File: config.mk
export PLATFORM = sky130hd
export DESIGN_NAME = line_follower_steering_unit
export DESIGN_NICKNAME = d
export VERILOG_FILES = /design/src/sv/lfs_pkg.sv /design/src/sv/lfs_ctrl.sv /design/src/sv/lfs_datapath.sv /design/src/sv/line_follower_steering_unit.sv
export SDC_FILE = /design/constraint.sdc
export NUM_CORES = 1
export LEC_CHECK = 0
export BUFFER_PORTS_ARGS = -buffer_cell sky130_fd_sc_hd__buf_2
export CORE_ASPECT_RATIO = 1.25
export CORE_MARGIN = 4
export CORE_UTILIZATION = 50
export CTS_CLUSTER_SIZE = 10
export DETAILED_ROUTE_END_ITERATION = 10
export PLACE_DENSITY = 0.65
export SKIP_LAST_GASP = 1
export SYNTH_ARGS = -nofsm -noshare
export SYNTH_HDL_FRONTEND = slang
export SYNTH_SLANG_ARGS = --single-unit
File: constraint.sdc
create_clock -name clk -period 10.5 [get_ports clk]
set_clock_uncertainty 0.15 [all_clocks]
set_input_delay 1.575 -clock clk [delete_from_list [all_inputs] [get_ports clk]]
set_output_delay 1.575 -clock clk [all_outputs]
set_load 0.02 [all_outputs]
File: src/sv/lfs_pkg.sv
// ----------------------------------------------------------------------------
// lfs_pkg
// Shared types, codes and constants of the line follower steering unit.
// ----------------------------------------------------------------------------
package lfs_pkg;

  localparam int unsigned CfgIndexWidth = 3;
  localparam int unsigned CfgDataWidth  = 15;

  // register indexes of the configuration port
  localparam logic [CfgIndexWidth-1:0] REG_SPEED_MIN   = 3'd0;
  localparam logic [CfgIndexWidth-1:0] REG_SPEED_MAX   = 3'd1;
  localparam logic [CfgIndexWidth-1:0] REG_SPEED_BASE  = 3'd2;
  localparam logic [CfgIndexWidth-1:0] REG_SPEED_RED   = 3'd3;
  localparam logic [CfgIndexWidth-1:0] REG_SPEED_DIFF  = 3'd4;
  localparam logic [CfgIndexWidth-1:0] REG_LOST_COUNT  = 3'd5;
  localparam logic [CfgIndexWidth-1:0] REG_FIRST_ANGLE = 3'd6;
  localparam logic [CfgIndexWidth-1:0] REG_FORK_ANGLE  = 3'd7;

  // tracking modes
  localparam logic [1:0] MODE_IDLE     = 2'd0;
  localparam logic [1:0] MODE_STRAIGHT = 2'd1;
  localparam logic [1:0] MODE_FORK     = 2'd2;
  localparam logic [1:0] MODE_LOST     = 2'd3;

  // last trusted side
  localparam logic [1:0] SIDE_NONE  = 2'd0;
  localparam logic [1:0] SIDE_LEFT  = 2'd1;
  localparam logic [1:0] SIDE_RIGHT = 2'd2;

  localparam logic [7:0] FORK_LEFT_WHEEL  = 8'd25;
  localparam logic [7:0] FORK_RIGHT_WHEEL = 8'd80;

  localparam logic signed [17:0] HALF_TURN = 18'sd18000;
  localparam logic signed [17:0] FULL_TURN = 18'sd36000;

  // reciprocal of 7 scaled by 2^14, slightly rounded up
  localparam int unsigned Recip7Shift = 14;
  localparam logic [14:0] RECIP7      = 15'd2341;

  // number of quotient bits: the average position never exceeds 7
  localparam int unsigned QuoWidth = 3;

  // datapath commands issued by the controller
  typedef struct packed {
    logic       capture;
    logic       div_step;
    logic [1:0] div_shift;
    logic       update;
    logic       multiply;
    logic       load;
  } lfs_cmd_t;

  typedef struct packed {
    logic count_zero;
  } lfs_status_t;

  // a * 2341: multiplying by this and shifting by 14 gives floor(v * a / 7)
  function automatic logic [14:0] scaled_seventh(input logic [2:0] a);
    logic [17:0] p;
    p = {15'd0, a} * {3'd0, RECIP7};
    return p[14:0];
  endfunction

endpackage

File: src/sv/lfs_ctrl.sv
// ----------------------------------------------------------------------------
// lfs_ctrl
// Sequencer of one frame: capture, position divide, mode update, speed
// products and the output register handshake.
// ----------------------------------------------------------------------------
module lfs_ctrl import lfs_pkg::*; (
  input  logic        clk,
  input  logic        rst,
  input  logic        in_valid,
  output logic        in_ready,
  output logic        out_valid,
  input  logic        out_ready,
  input  lfs_status_t status,
  output lfs_cmd_t    cmd
);

  typedef enum logic [4:0] {
    S_IDLE = 5'b00001,
    S_DIV  = 5'b00010,
    S_UPD  = 5'b00100,
    S_MUL  = 5'b01000,
    S_OUT  = 5'b10000
  } state_t;

  state_t     state, state_next;
  logic [1:0] step, step_next;
  logic       out_valid_next;
  logic       load_ok;

  assign in_ready = (state == S_IDLE);
  assign load_ok  = !out_valid || out_ready;

  always_comb begin
    state_next     = state;
    step_next      = step;
    out_valid_next = out_valid && !out_ready;
    cmd            = '0;
    cmd.div_shift  = step;
    unique case (state)
      S_IDLE: begin
        if (in_valid) begin
          cmd.capture = 1'b1;
          step_next   = 2'd2;
          state_next  = S_DIV;
        end
      end
      S_DIV: begin
        // an empty frame holds the position, nothing to divide
        if (status.count_zero) begin
          state_next = S_UPD;
        end else begin
          cmd.div_step = 1'b1;
          if (step == 2'd0) begin
            state_next = S_UPD;
          end else begin
            step_next = step - 2'd1;
          end
        end
      end
      S_UPD: begin
        cmd.update = 1'b1;
        state_next = S_MUL;
      end
      S_MUL: begin
        cmd.multiply = 1'b1;
        state_next   = S_OUT;
      end
      S_OUT: begin
        if (load_ok) begin
          cmd.load       = 1'b1;
          out_valid_next = 1'b1;
          state_next     = S_IDLE;
        end
      end
      default: begin
        state_next = S_IDLE;
      end
    endcase
  end

  always_ff @(posedge clk) begin
    if (rst) begin
      state     <= S_IDLE;
      step      <= 2'd0;
      out_valid <= 1'b0;
    end else begin
      state     <= state_next;
      step      <= step_next;
      out_valid <= out_valid_next;
    end
  end

endmodule

File: src/sv/lfs_datapath.sv
// ----------------------------------------------------------------------------
// lfs_datapath
// Configuration registers, frame statistics, shift-subtract divider, mode
// and fork tracking state, wheel speed arithmetic and output registers.
// ----------------------------------------------------------------------------
module lfs_datapath import lfs_pkg::*; (
  input  logic                     clk,
  input  logic                     rst,
  input  logic                     cfg_we,
  input  logic [CfgIndexWidth-1:0] cfg_index,
  input  logic [CfgDataWidth-1:0]  cfg_data,
  input  logic [7:0]               sensor_bits,
  input  logic signed [15:0]       yaw_centideg,
  input  lfs_cmd_t                 cmd,
  output lfs_status_t              status,
  output logic [7:0]               left_speed,
  output logic [7:0]               right_speed,
  output logic [1:0]               track_mode,
  output logic                     fork_turning,
  output logic signed [3:0]        line_position,
  output logic [1:0]               last_side
);

  // configuration
  logic [7:0]  speed_min, speed_max, speed_base, speed_reduction, speed_difference;
  logic [7:0]  lost_confirm_count;
  logic [14:0] first_fork_angle, fork_angle;

  // frame capture
  logic [7:0]         bits_r;
  logic signed [15:0] yaw_r;
  logic [3:0]         count_r;
  logic [2:0]         segs_r;
  logic               neg_r;
  logic [4:0]         rem_r;
  logic [QuoWidth-1:0] quo_r;

  // tracking state
  logic [1:0]         mode_reg;
  logic [7:0]         empty_run;
  logic signed [3:0]  held_position;
  logic [1:0]         side_reg;
  logic               fork_locked;
  logic signed [15:0] fork_start_yaw;
  logic               first_pending;
  logic [14:0]        finish_angle;

  // speed products
  logic [7:0] red_r, dif_r;

  // ---------------- configuration writes ----------------
  always_ff @(posedge clk) begin
    if (rst) begin
      speed_min          <= 8'd50;
      speed_max          <= 8'd150;
      speed_base         <= 8'd80;
      speed_reduction    <= 8'd24;
      speed_difference   <= 8'd12;
      lost_confirm_count <= 8'd10;
      first_fork_angle   <= 15'd6500;
      fork_angle         <= 15'd6500;
    end else if (cfg_we) begin
      unique case (cfg_index)
        REG_SPEED_MIN:   speed_min          <= cfg_data[7:0];
        REG_SPEED_MAX:   speed_max          <= cfg_data[7:0];
        REG_SPEED_BASE:  speed_base         <= cfg_data[7:0];
        REG_SPEED_RED:   speed_reduction    <= cfg_data[7:0];
        REG_SPEED_DIFF:  speed_difference   <= cfg_data[7:0];
        REG_LOST_COUNT:  lost_confirm_count <= cfg_data[7:0];
        REG_FIRST_ANGLE: first_fork_angle   <= cfg_data;
        REG_FORK_ANGLE:  fork_angle         <= cfg_data;
        default: ;
      endcase
    end
  end

  // ---------------- frame statistics ----------------
  logic [3:0]        in_count;
  logic [2:0]        in_segs;
  logic signed [6:0] in_sum;
  logic signed [6:0] in_mag;

  always_comb begin
    in_count = 4'd0;
    in_segs  = 3'd0;
    in_sum   = 7'sd0;
    for (int i = 0; i < 8; i++) begin
      if (sensor_bits[i]) begin
        in_count = in_count + 4'd1;
        // channel position is 2i - 7
        in_sum   = in_sum + 7'(2 * i - 7);
        if (i == 0 || !sensor_bits[(i == 0) ? 0 : i - 1]) begin
          in_segs = in_segs + 3'd1;
        end
      end
    end
    in_mag = in_sum[6] ? -in_sum : in_sum;
  end

  assign status.count_zero = (count_r == 4'd0);

  // ---------------- divider step ----------------
  logic [5:0] trial;
  assign trial = {2'b00, count_r} << cmd.div_shift;

  always_ff @(posedge clk) begin
    if (cmd.capture) begin
      bits_r  <= sensor_bits;
      yaw_r   <= yaw_centideg;
      count_r <= in_count;
      segs_r  <= in_segs;
      neg_r   <= in_sum[6];
      rem_r   <= in_mag[4:0];
      quo_r   <= '0;
    end else if (cmd.div_step) begin
      if ({1'b0, rem_r} >= trial) begin
        rem_r                 <= rem_r - trial[4:0];
        quo_r[cmd.div_shift]  <= 1'b1;
      end
    end
  end

  // ---------------- mode and fork update ----------------
  logic [1:0]         mode_n;
  logic [7:0]         empty_n;
  logic signed [3:0]  held_n;
  logic [1:0]         side_n;
  logic               locked_n;
  logic signed [15:0] start_n;
  logic               first_n;
  logic [14:0]        finish_n;
  logic signed [17:0] diff;
  logic signed [17:0] margin;
  logic               single_seg;

  always_comb begin
    mode_n     = mode_reg;
    empty_n    = empty_run;
    held_n     = held_position;
    side_n     = side_reg;
    locked_n   = fork_locked;
    start_n    = fork_start_yaw;
    first_n    = first_pending;
    finish_n   = finish_angle;
    single_seg = (segs_r == 3'd1) && (count_r <= 4'd2);

    if (count_r != 4'd0) begin
      held_n = neg_r ? -$signed({1'b0, quo_r}) : $signed({1'b0, quo_r});
      if (single_seg) begin
        if (held_n < 0) begin
          side_n = SIDE_LEFT;
        end else if (held_n > 0) begin
          side_n = SIDE_RIGHT;
        end
      end
    end

    if (mode_reg != MODE_FORK) begin
      if (count_r == 4'd0) begin
        if (empty_run < lost_confirm_count) begin
          empty_n = empty_run + 8'd1;
        end
        if (empty_n >= lost_confirm_count) begin
          mode_n = MODE_LOST;
        end
      end else if (single_seg) begin
        empty_n = 8'd0;
        mode_n  = MODE_STRAIGHT;
      end else begin
        empty_n = 8'd0;
        mode_n  = MODE_FORK;
      end
    end

    diff = 18'(yaw_r) - 18'(fork_start_yaw);
    if (diff > HALF_TURN) begin
      diff = diff - FULL_TURN;
    end else if (diff < -HALF_TURN) begin
      diff = diff + FULL_TURN;
    end
    margin = diff + $signed({3'b000, finish_angle});

    if (mode_n == MODE_FORK) begin
      if (!fork_locked) begin
        // left right-angle: three leftmost on, three rightmost off
        if (bits_r[2:0] == 3'b111 && bits_r[7:5] == 3'b000) begin
          locked_n = 1'b1;
          start_n  = yaw_r;
          if (first_pending) begin
            finish_n = first_fork_angle;
            first_n  = 1'b0;
          end else begin
            finish_n = fork_angle;
          end
        end else begin
          mode_n = MODE_STRAIGHT;
        end
      end else if (margin <= 18'sd0) begin
        mode_n   = MODE_STRAIGHT;
        locked_n = 1'b0;
      end
    end
  end

  always_ff @(posedge clk) begin
    if (rst) begin
      mode_reg       <= MODE_IDLE;
      empty_run      <= 8'd0;
      held_position  <= 4'sd0;
      side_reg       <= SIDE_NONE;
      fork_locked    <= 1'b0;
      fork_start_yaw <= 16'sd0;
      first_pending  <= 1'b1;
      finish_angle   <= 15'd0;
    end else if (cmd.update) begin
      mode_reg       <= mode_n;
      empty_run      <= empty_n;
      held_position  <= held_n;
      side_reg       <= side_n;
      fork_locked    <= locked_n;
      fork_start_yaw <= start_n;
      first_pending  <= first_n;
      finish_angle   <= finish_n;
    end
  end

  // ---------------- speed products ----------------
  logic [2:0]  abs_pos;
  logic [14:0] scale;
  logic [22:0] red_prod, dif_prod;

  assign abs_pos  = held_position[3] ? 3'(-held_position) : held_position[2:0];
  assign scale    = scaled_seventh(abs_pos);
  assign red_prod = {15'd0, speed_reduction} * {8'd0, scale};
  assign dif_prod = {15'd0, speed_difference} * {8'd0, scale};

  always_ff @(posedge clk) begin
    if (cmd.multiply) begin
      red_r <= red_prod[Recip7Shift+7:Recip7Shift];
      dif_r <= dif_prod[Recip7Shift+7:Recip7Shift];
    end
  end

  // ---------------- clamp and output ----------------
  logic signed [10:0] base, wheel_plus, wheel_minus;
  logic [7:0]         plus_c, minus_c, left_n, right_n;

  function automatic logic [7:0] clamp(input logic signed [10:0] v,
                                       input logic [7:0] lo,
                                       input logic [7:0] hi);
    if (v > $signed({3'b000, hi})) begin
      return hi;
    end else if (v < $signed({3'b000, lo})) begin
      return lo;
    end else begin
      return v[7:0];
    end
  endfunction

  always_comb begin
    base        = $signed({3'b000, speed_base}) - $signed({3'b000, red_r});
    wheel_plus  = base + $signed({3'b000, dif_r});
    wheel_minus = base - $signed({3'b000, dif_r});
    plus_c      = clamp(wheel_plus, speed_min, speed_max);
    minus_c     = clamp(wheel_minus, speed_min, speed_max);
    left_n      = 8'd0;
    right_n     = 8'd0;
    if (mode_reg == MODE_STRAIGHT) begin
      // a left offset speeds up the right wheel
      left_n  = held_position[3] ? minus_c : plus_c;
      right_n = held_position[3] ? plus_c : minus_c;
    end else if (mode_reg == MODE_FORK && fork_locked) begin
      left_n  = FORK_LEFT_WHEEL;
      right_n = FORK_RIGHT_WHEEL;
    end
  end

  always_ff @(posedge clk) begin
    if (cmd.load) begin
      left_speed    <= left_n;
      right_speed   <= right_n;
      track_mode    <= mode_reg;
      fork_turning  <= fork_locked;
      line_position <= held_position;
      last_side     <= side_reg;
    end
  end

endmodule

File: src/sv/line_follower_steering_unit.sv
// ----------------------------------------------------------------------------
// line_follower_steering_unit
// Sensor frame and yaw in, wheel speeds and tracking status out.
// ----------------------------------------------------------------------------
// Each accepted frame yields exactly one result transaction. The line
// position is the signed channel sum divided by the active count. A
// shift-subtract divider does this and resolves one quotient bit per
// cycle; an empty frame has nothing to divide, so no divide step is made.
// Then the mode and fork lock are updated, the speed products are formed
// and the speeds are clamped into the output register. Frames are taken
// only while the sequencer is idle, so a new frame is not taken before
// the last one has reached the output register. A new frame is taken as
// soon as the sequencer is back to idle, while the last result may still
// be waiting to be taken. The result step stalls only if the previous
// result has not yet left. Configuration writes take effect at once and
// are meant to be made while no frame is in flight.
// ----------------------------------------------------------------------------
module line_follower_steering_unit import lfs_pkg::*; (
  input  logic                     clk,
  input  logic                     rst,
  input  logic                     cfg_we,
  input  logic [CfgIndexWidth-1:0] cfg_index,
  input  logic [CfgDataWidth-1:0]  cfg_data,
  input  logic                     in_valid,
  output logic                     in_ready,
  input  logic [7:0]               sensor_bits,
  input  logic signed [15:0]       yaw_centideg,
  output logic                     out_valid,
  input  logic                     out_ready,
  output logic [7:0]               left_speed,
  output logic [7:0]               right_speed,
  output logic [1:0]               track_mode,
  output logic                     fork_turning,
  output logic signed [3:0]        line_position,
  output logic [1:0]               last_side
);

  lfs_cmd_t    cmd;
  lfs_status_t status;

  lfs_ctrl u_ctrl (
    .clk       (clk),
    .rst       (rst),
    .in_valid  (in_valid),
    .in_ready  (in_ready),
    .out_valid (out_valid),
    .out_ready (out_ready),
    .status    (status),
    .cmd       (cmd)
  );

  lfs_datapath u_datapath (
    .clk           (clk),
    .rst           (rst),
    .cfg_we        (cfg_we),
    .cfg_index     (cfg_index),
    .cfg_data      (cfg_data),
    .sensor_bits   (sensor_bits),
    .yaw_centideg  (yaw_centideg),
    .cmd           (cmd),
    .status        (status),
    .left_speed    (left_speed),
    .right_speed   (right_speed),
    .track_mode    (track_mode),
    .fork_turning  (fork_turning),
    .line_position (line_position),
    .last_side     (last_side)
  );

endmodule

==> results of run 1 <==
-- cell type report --
cell class | instances | area (um2)
inverters | 287 | 1077
flip-flops and latches | 214 | 5045
well taps | 559 | 699.4
clock buffers | 44 | 780.7
clock inverters | 2 | 35.03
fillers | 3953 | 19220
repair buffers | 87 | 473.0
multi-input cells | 1892 | 14920
-- final timing paths --
kind,to,depth (start not counted)
hold / removal,u_datapath.fork_angle[1],2
setup reg to reg,u_datapath.red_r[6],26
hold reg to reg,u_datapath.fork_angle[1],2
setup / recovery,u_datapath.red_r[6],26
-- stage by stage --
step | power, mW | setup slack (ns) | instances | instance area [um2] | util, %
2_1_floorplan | 1.452 | 2.755 | 2502 | 21510 | -
3_3_place_gp | 1.589 | 2.652 | 3039 | 22220 | 52.59
3_5_place_dp | 1.607 | 2.454 | 3039 | 22220 | 52.59
4_1_cts | 2.480 | 2.422 | 3085 | 23030 | 54.52
5_1_grt | 2.596 | 1.825 | 3085 | 23030 | 54.52
6_report | 2.461 | 2.373 | 3085 | 23030 | 54.52
-- metal layers --
metal	up-vias	GRT usage (%)	routed length, um
met2	384	41.82	27350
met1	8532	29.57	23250
met3	97	1.962	2228
met5	-	0	0
met4	0	7.147	1597
li1	8466	-	-
-- where the power goes --
group / switching (mW) / internal [mW] / leakage, nW
Clock: 0.358 / 0.505 / 0.391
Combinational: 0.398 / 0.273 / 8.12
Sequential: 0.0273 / 0.899 / 1.83
Total: 0.783 / 1.68 / 10.3
-- synthesized netlist by cell type, drive strengths merged, types with 39 or more instances --
master / number
nand3: 44
and2: 117
clkbuf: 98
xnor2: 67
fa: 160
nor3: 39
o21ai: 77
a211oi: 39
dfxtp: 138
nand2: 349
inv: 286
a21oi: 155
nor2: 158
edfxtp: 76
ha: 215
-- logic make-up after synthesis --
logic type / after synthesis / synth area share [%]
mux: 56 / 2.723
compound gates: 501 / 15.60
flops: 214 / 23.46
buf+inv: 396 / 7.197
xor+xnor: 106 / 4.660
fa+ha+maj: 377 / 27.50
simple gates: 852 / 18.86
-- tightest hold or removal path, stage by stage, from the launching register on --
cell,delay (ns)
dfxtp_1,0.30
nand2_1,0.05
a21oi_1,0.05
==> results.toml, run 1 <==
[floorplan]
die_height_um = 239.9
dieArea_um2 = 46410
fp.coreArea_um2 = 42250
initial_core_util_pct = 50.90
rows = 84
die_x_um = 193.5
io_pins = 74

[power_and_ir_drop]
p_per_area_nw_per_um2 = 106.8
vdd_drop_max_uv = 133.0
p_leak_nw = 10.34

[clock_tree]
postCtsHoldBufs = 0
insertion_delay_ns = 0.56
post_cts_buffers = 0
htreeDepth = 1
cts_tree = "yes"
numClockSinks = 214
clockBufferDepth = 3
cts-resized-gates = 0
cts_root_buf = "clkbuf_16"
cts_made_buffers = 26
clkTransAtPathRegs_ns = 0.06

[routing]
vias_per_cell = 5.666
via_count = 17480
dr.pass1.iters = 5
drc = 0
wl_per_cell_um = 17.64
drt_iter0_drc = 903
ant_nets = 0
totalWireLength_mm = 54.43

[placement]
place.gp.congestion = 0.8941
portBuffers = 73
hpwl_mm = 42.09

[worst_setup_path]
endpoint_kind = "flip-flop"
r2r_slack_ns = 2.37
cp_max_fo = 20
critical_path_class = "reg -> reg"
critPathLaunchType = "flip-flop"
worstPathArrival_ns = 8.37
cp.required_ns = 10.75
cp_top_family = "adder cells"
worst_path_max_delay_cell = "dfxtp_1"
cp_num_buf_inv = 4
max_stage_delay_ns = 0.73
startpoint = "u_datapath.held_position[3]"
r2r-start = "u_datapath.held_position[3]"

[sta]
hold_viol_final = 0
setup-violations-final = 0
fmax_mhz = 123.0
min_period_ns = 8.127
period_share_pct = 77.40
rsz0062_at_grt = "no"
relSlewSlack_pct = 11.31
maxSlewViolCount = 0
tns_ns = 0
worst_pin_slew_ns = 1.325
whs_ns = 0.3036

[worst_hold_path]
hp-class = "reg -> reg"
holdCritStartpoint = "u_datapath.fork_angle[1]"

[synth]
ys_warn_count = 0
ys_seq_area_share_pct = 23.46
synth_area_per_cell_um2 = 8.595
netlist_top_cells_area = "fa_1 15%, dfxtp_1 13%, ha_1 13%"
yosys_register_bits = 214
syn_nets = 2924
postSynthCellCount = 2502
synth.largest_area_cell = "fa_1"
netlist.area_leader.share_pct = 14.89
synth.distinct_cells = 103
async_reset_ff_share_pct = 0
netlist_area_um2 = 21510
synth_edf_count = 76
synth_top_flop_cell = "dfxtp_1"

[grt]
grt_use_total_pct = 23.12
first_global_vias = 17630
antenna_found_initial = 0
grt_max_degree = 104
grt_pass1_wl_mm = 89.08
grt-ovfl-total = 0

[outcome]
status = "complete, no violations"

[finish]
reg_top3 = "u_datapath.fork_start_yaw: 16 flops, u_datapath.yaw_r: 16 flops"
diodes = 0
layout_common_cells = "348 x nand2_1, 284 x inv_1, 215 x ha_1, 160 x fa_1, 156 x nor2_1"
nets = 2930
drive_above_1_share_pct = 7.245
final_common_cell = "nand2_1"
areaGrowthSynthToFinish_pct = 7.104

[job]
maxCapViolations = 0
Power figures use the tool's default switching activity.
==> inputs of run 2 (changes only) <==
Clock period 10.5 ns to 7.76 ns, I/O delays scaled along.
==> results.toml, run 2 (synthesis gave the netlist of run 1 again) <==
[clock_tree]
post_cts_buffers = 0
htreeDepth = 1
numClockSinks = 214
insertion_delay_ns = 0.56
clockBufferDepth = 3
clkTransAtPathRegs_ns = 0.06
cts_root_buf = "clkbuf_16"
cts_made_buffers = 27
cts_tree = "yes"

[finish]
layout_common_cells = "348 x nand2_1, 284 x inv_1, 215 x ha_1, 160 x fa_1, 156 x nor2_1"
final_common_cell = "nand2_1"
drive_above_1_share_pct = 7.841
areaGrowthSynthToFinish_pct = 7.575
fin_area_um2 = 23130
nets = 2940
reg_top3 = "u_datapath.fork_start_yaw: 16 flops, u_datapath.yaw_r: 16 flops"

[routing]
drc = 0
drt_iter0_drc = 1050
via_count = 17540
vias_per_cell = 5.659
totalWireLength_mm = 55.06
wl_per_cell_um = 17.76
dr.pass1.iters = 5
ant_nets = 0

[floorplan]
io_pins = 74
initial_core_util_pct = 50.90
die_x_um = 193.5
dieArea_um2 = 46410
fp.coreArea_um2 = 42250
rows = 84
die_height_um = 239.9

[power_and_ir_drop]
vdd_drop_max_uv = 148.8
p_per_area_nw_per_um2 = 143.8
p_leak_nw = 10.40

[placement]
placed_area_um2 = 22290
pre_cts_ws_ns = 0.3450
portBuffers = 73
place.gp.congestion = 0.8768
hpwl_mm = 42.58

[sta]
min_period_ns = 7.295
worst_pin_slew_ns = 1.174
tns_ns = 0
whs_ns = 0.3039
fmax_mhz = 137.1
hold_viol_final = 0
maxSlewViolCount = 0
rsz0062_at_grt = "yes"
period_share_pct = 94.00
setup_slack_ns = 0.4654
relSlewSlack_pct = 21.47
setup-violations-final = 0

[grt]
first_global_vias = 17850
grt-ovfl-total = 0
antenna_found_initial = 4
grt_use_total_pct = 23.59
grt_max_degree = 106
grt_pass1_wl_mm = 90.89

[worst_setup_path]
worst_path_max_delay_cell = "fa_1"
worstPathArrival_ns = 7.54
r2r_slack_ns = 0.47
critical_path_class = "reg -> reg"
cp.required_ns = 8.01
startpoint = "u_datapath.held_position[0]"
critPathLaunchType = "flip-flop"
r2r-start = "u_datapath.held_position[0]"
endpoint_kind = "flip-flop"
max_stage_delay_ns = 0.53
cp_max_fo = 16

[worst_hold_path]
hp-class = "reg -> reg"
holdCritStartpoint = "u_datapath.fork_angle[0]"

[outcome]
status = "complete, no violations"

[job]
maxCapViolations = 0
-- run 2: changes by cell type in the layout (fill, tap and decap cells not counted), moves of 3 or more --
cell,delta
buf_4,+9
diode_2,+3
xnor2_1,-3
xnor2_2,+3
-- run 2: timing repair --
action / in CTS / in global routing
endpoints found under the setup margin: 0 / 6
hold buffers: 0 / 0
gates resized for setup: 0 / 5
-- run 2: power breakdown --
part / internal, mW / total, mW / switching, mW
combinational: 0.371 / 0.916 / 0.545
clock: 0.670 / 1.16 / 0.487
sequential: 1.22 / 1.25 / 0.0380
total: 2.26 / 3.33 / 1.07
-- run 2: final timing paths --
check                                   to  depth (start not counted)
setup reg to reg       u_datapath.red_r[6]                         30
hold reg to reg   u_datapath.fork_angle[0]                          2
hold / removal    u_datapath.fork_angle[0]                          2
setup / recovery       u_datapath.red_r[6]                         30
-- run 2: routing by layer --
layer	vias to the layer above	part of all wire (%)	track usage (%)	wire, um
met3	104	4.1	2.495	2269
met4	2	2.9	7.147	1575
li1	8508	-	-	-
met1	8533	43	30.30	23680
met5	-	0.013	0	7
met2	395	50	42.22	27530
-- run 2: layout make-up --
class                           instances  area [um2]
Fill cell                            3899       19120
Multi-Input combinational cell       1892       14960
Sequential cell                       214        5045
Inverter                              287        1077
Clock buffer                           44       759.5
Tap cell                              559       699.4
Timing Repair Buffer                   96       540.5
Clock inverter                          5       47.55
Antenna cell                            3       7.507
-- run 2: worst max-delay path: cells and delay by family (launching register included) --
family                   cells  cell delay [ns]
AO/OA/AOI/OAI                8             1.71
XOR/XNOR                     2             0.34
adder cells (fa/ha/maj)      9             3.31
buffers and inverters        6             0.63
flip-flops                   1             0.34
AND/OR/NAND/NOR              5             0.66
-- run 2: per-stage QoR --
step                      std cells  power (mW)  util [%]
after global placement         3048       2.152     52.75
after floorplan                2502       1.964         -
after CTS                      3097       3.350     54.66
after global routing           3100       3.513     54.76
after detailed placement       3048       2.179     52.75
final                          3100       3.327     54.76
==> inputs of run 3 (changes only) <==
Settings changed: PLACE_DENSITY 0.65 to 0.66, SYNTH_HIERARCHICAL from default to 1.
==> results.toml, run 3 <==
[routing]
vias_per_cell = 5.714
via_count = 17750
totalWireLength_mm = 54.76
drc = 0
wl_per_cell_um = 17.62
drt_iter0_drc = 1188
dr.pass1.iters = 5
ant_nets = 0

[worst_setup_path]
worstPathArrival_ns = 7.50
cp_top_family = "adder cells"
critical_path_class = "reg -> reg"
cp.required_ns = 7.93
cp_num_buf_inv = 6
critPathLaunchType = "flip-flop"
worst_path_max_delay_cell = "fa_1"
max_stage_delay_ns = 0.54
endpoint_kind = "flip-flop"
cp_max_fo = 16

[finish]
layout_common_cells = "350 x nand2_1, 293 x inv_1, 216 x ha_1, 160 x fa_1"
areaGrowthSynthToFinish_pct = 8.040
nets = 2955
final_common_cell = "nand2_1"
reg_top3 = "u_datapath/fork_start_yaw: 16 flops, u_datapath/yaw_r: 16 flops"
fin_area_um2 = 23300
fin_util_pct = 55.02
drive_above_1_share_pct = 8.049

[clock_tree]
cts_root_buf = "clkbuf_16"
postCtsHoldBufs = 0
insertion_delay_ns = 0.56
numClockSinks = 214
cts_made_buffers = 26
clkTransAtPathRegs_ns = 0.06
cts_tree = "yes"
clockBufferDepth = 3
htreeDepth = 1

[placement]
pre_cts_ws_ns = -0.3604
placed_area_um2 = 22440
hpwl_mm = 41.89
place.gp.congestion = 0.8928
portBuffers = 73

[synth]
synth.largest_area_cell = "fa_1"
synth_most_common_cell = "nand2_1"
ys_seq_area_share_pct = 23.39
postSynthCellCount = 2502
async_reset_ff_share_pct = 0
netlist_top_cells_area = "fa_1 15%, dfxtp_1 13%, ha_1 13%"
synth_top_flop_cell = "dfxtp_1"
yosys-top-cells-count = "350 x nand2_1, 294 x inv_1, 216 x ha_1, 160 x fa_1, 139 x nor2_1"
netlist.area_leader.share_pct = 14.85
yosys_register_bits = 214
netlist_area_um2 = 21570
synth_edf_count = 76
syn_nets = 2925
ys_warn_count = 6
synth.distinct_cells = 108
synth_area_per_cell_um2 = 8.620

[floorplan]
initial_core_util_pct = 50.92
rows = 84
die_x_um = 193.8
io_pins = 74
dieArea_um2 = 46540
die_height_um = 240.2
fp.coreArea_um2 = 42360

[power_and_ir_drop]
power_mw = 3.442
p_leak_nw = 10.42
vdd_drop_max_uv = 171.8
p_per_area_nw_per_um2 = 147.7

[outcome]
status = "complete, no violations"

[grt]
grt-ovfl-total = 0
grt_use_total_pct = 23.23
grt_max_degree = 90
first_global_vias = 17640
grt_pass1_wl_mm = 89.96
antenna_found_initial = 1

[sta]
relSlewSlack_pct = 18.16
setup-violations-final = 0
worst_pin_slew_ns = 1.223
fmax_mhz = 136.4
rsz0062_at_grt = "no"
tns_ns = 0
period_share_pct = 94.46
maxSlewViolCount = 0
hold_viol_final = 0
min_period_ns = 7.330
setup_slack_ns = 0.4302

[worst_hold_path]
hp-class = "reg -> reg"

[job]
maxCapViolations = 0
-- run 3: cell count changes after synthesis, moves of 7 or more --
cell and delta:
a211o_1 -12, a21oi_1 -18, clkbuf_1 -14, inv_1 +9, nand3_1 +21, nand3b_1 -13
nor2_1 -17, o211ai_1 +10, o21a_1 -9, o21ai_0 -7, o22ai_1 +8
-- run 3: logic make-up (layout without fill, tap and decap cells) --
| logic type | Yosys count | in the layout | synth area share [%] |
|---|---|---|---|
| AOI/OAI and AO/OA | 477 | 477 | 14.84 |
| DFF | 214 | 214 | 23.39 |
| other | 0 | 1 | 0 |
| adders and majority gates | 377 | 377 | 27.43 |
| xor gates and xnor gates | 103 | 103 | 4.554 |
| buffers and inverters | 396 | 441 | 7.054 |
| and+or+nand+nor | 873 | 873 | 19.71 |
| muxes | 62 | 62 | 3.022 |
-- run 3: worst paths after layout --
path | startpoint | end | slack, ns | depth (start not counted)
min reg2reg | u_datapath/fork_start_yaw[14] | u_datapath/fork_start_yaw[14] | 0.30 | 2
max reg2reg | u_datapath/held_position[0] | u_datapath/red_r[7] | 0.43 | 29
min | u_datapath/fork_start_yaw[14] | u_datapath/fork_start_yaw[14] | 0.30 | 2
max | u_datapath/held_position[0] | u_datapath/red_r[7] | 0.43 | 29
-- run 3: repair_timing --
item | CTS | global route
pin swaps | 0 | 1
buffers inserted | 0 | 1
endpoints found under the setup margin | 3 | 5
gates resized for setup | 3 | 7
-- run 3: report_power, final --
| part | total [mW] | internal, mW | switching [mW] | leakage, nW |
|---|---|---|---|---|
| Combinational | 1.02 | 0.420 | 0.599 | 8.24 |
| Clock | 1.15 | 0.671 | 0.477 | 0.375 |
| Sequential | 1.28 | 1.23 | 0.0452 | 1.81 |
| Total | 3.44 | 2.32 | 1.12 | 10.4 |
-- run 3: cell type report --
type,count,area (um2)
clock inverters,3,67.56
clock buffers,40,723.2
fillers,3899,19050
diodes,1,2.502
well taps,559,699.4
multi-input cells,1892,15070
inverters,298,1119
repair buffers,100,574.3
flip-flops and latches,214,5045
-- run 3: tightest hold or removal path: stages (launching register included) --
cell     delay, ns
dfxtp_1       0.31
nand2_1       0.05
a21oi_1       0.05
-- run 3: through the flow --
| step | hold slack (ns) | instances |
|---|---|---|
| 2_1_floorplan | 0.2519 | 2502 |
| 3_3_place_gp | 0.2912 | 3062 |
| 4_1_cts | 0.3036 | 3105 |
| 5_1_grt | 0.3222 | 3106 |
| 3_5_place_dp | 0.2962 | 3062 |
| 6_report | 0.3040 | 3107 |
-- run 3: metal layers --
layer,vias to the layer above,share of wire (%),global-route usage (%)
li1,8557,-,-
met1,8626,42,29.57
met2,466,50,41.67
met3,103,5.0,2.579
met4,0,3.1,7.255
met5,-,0,0
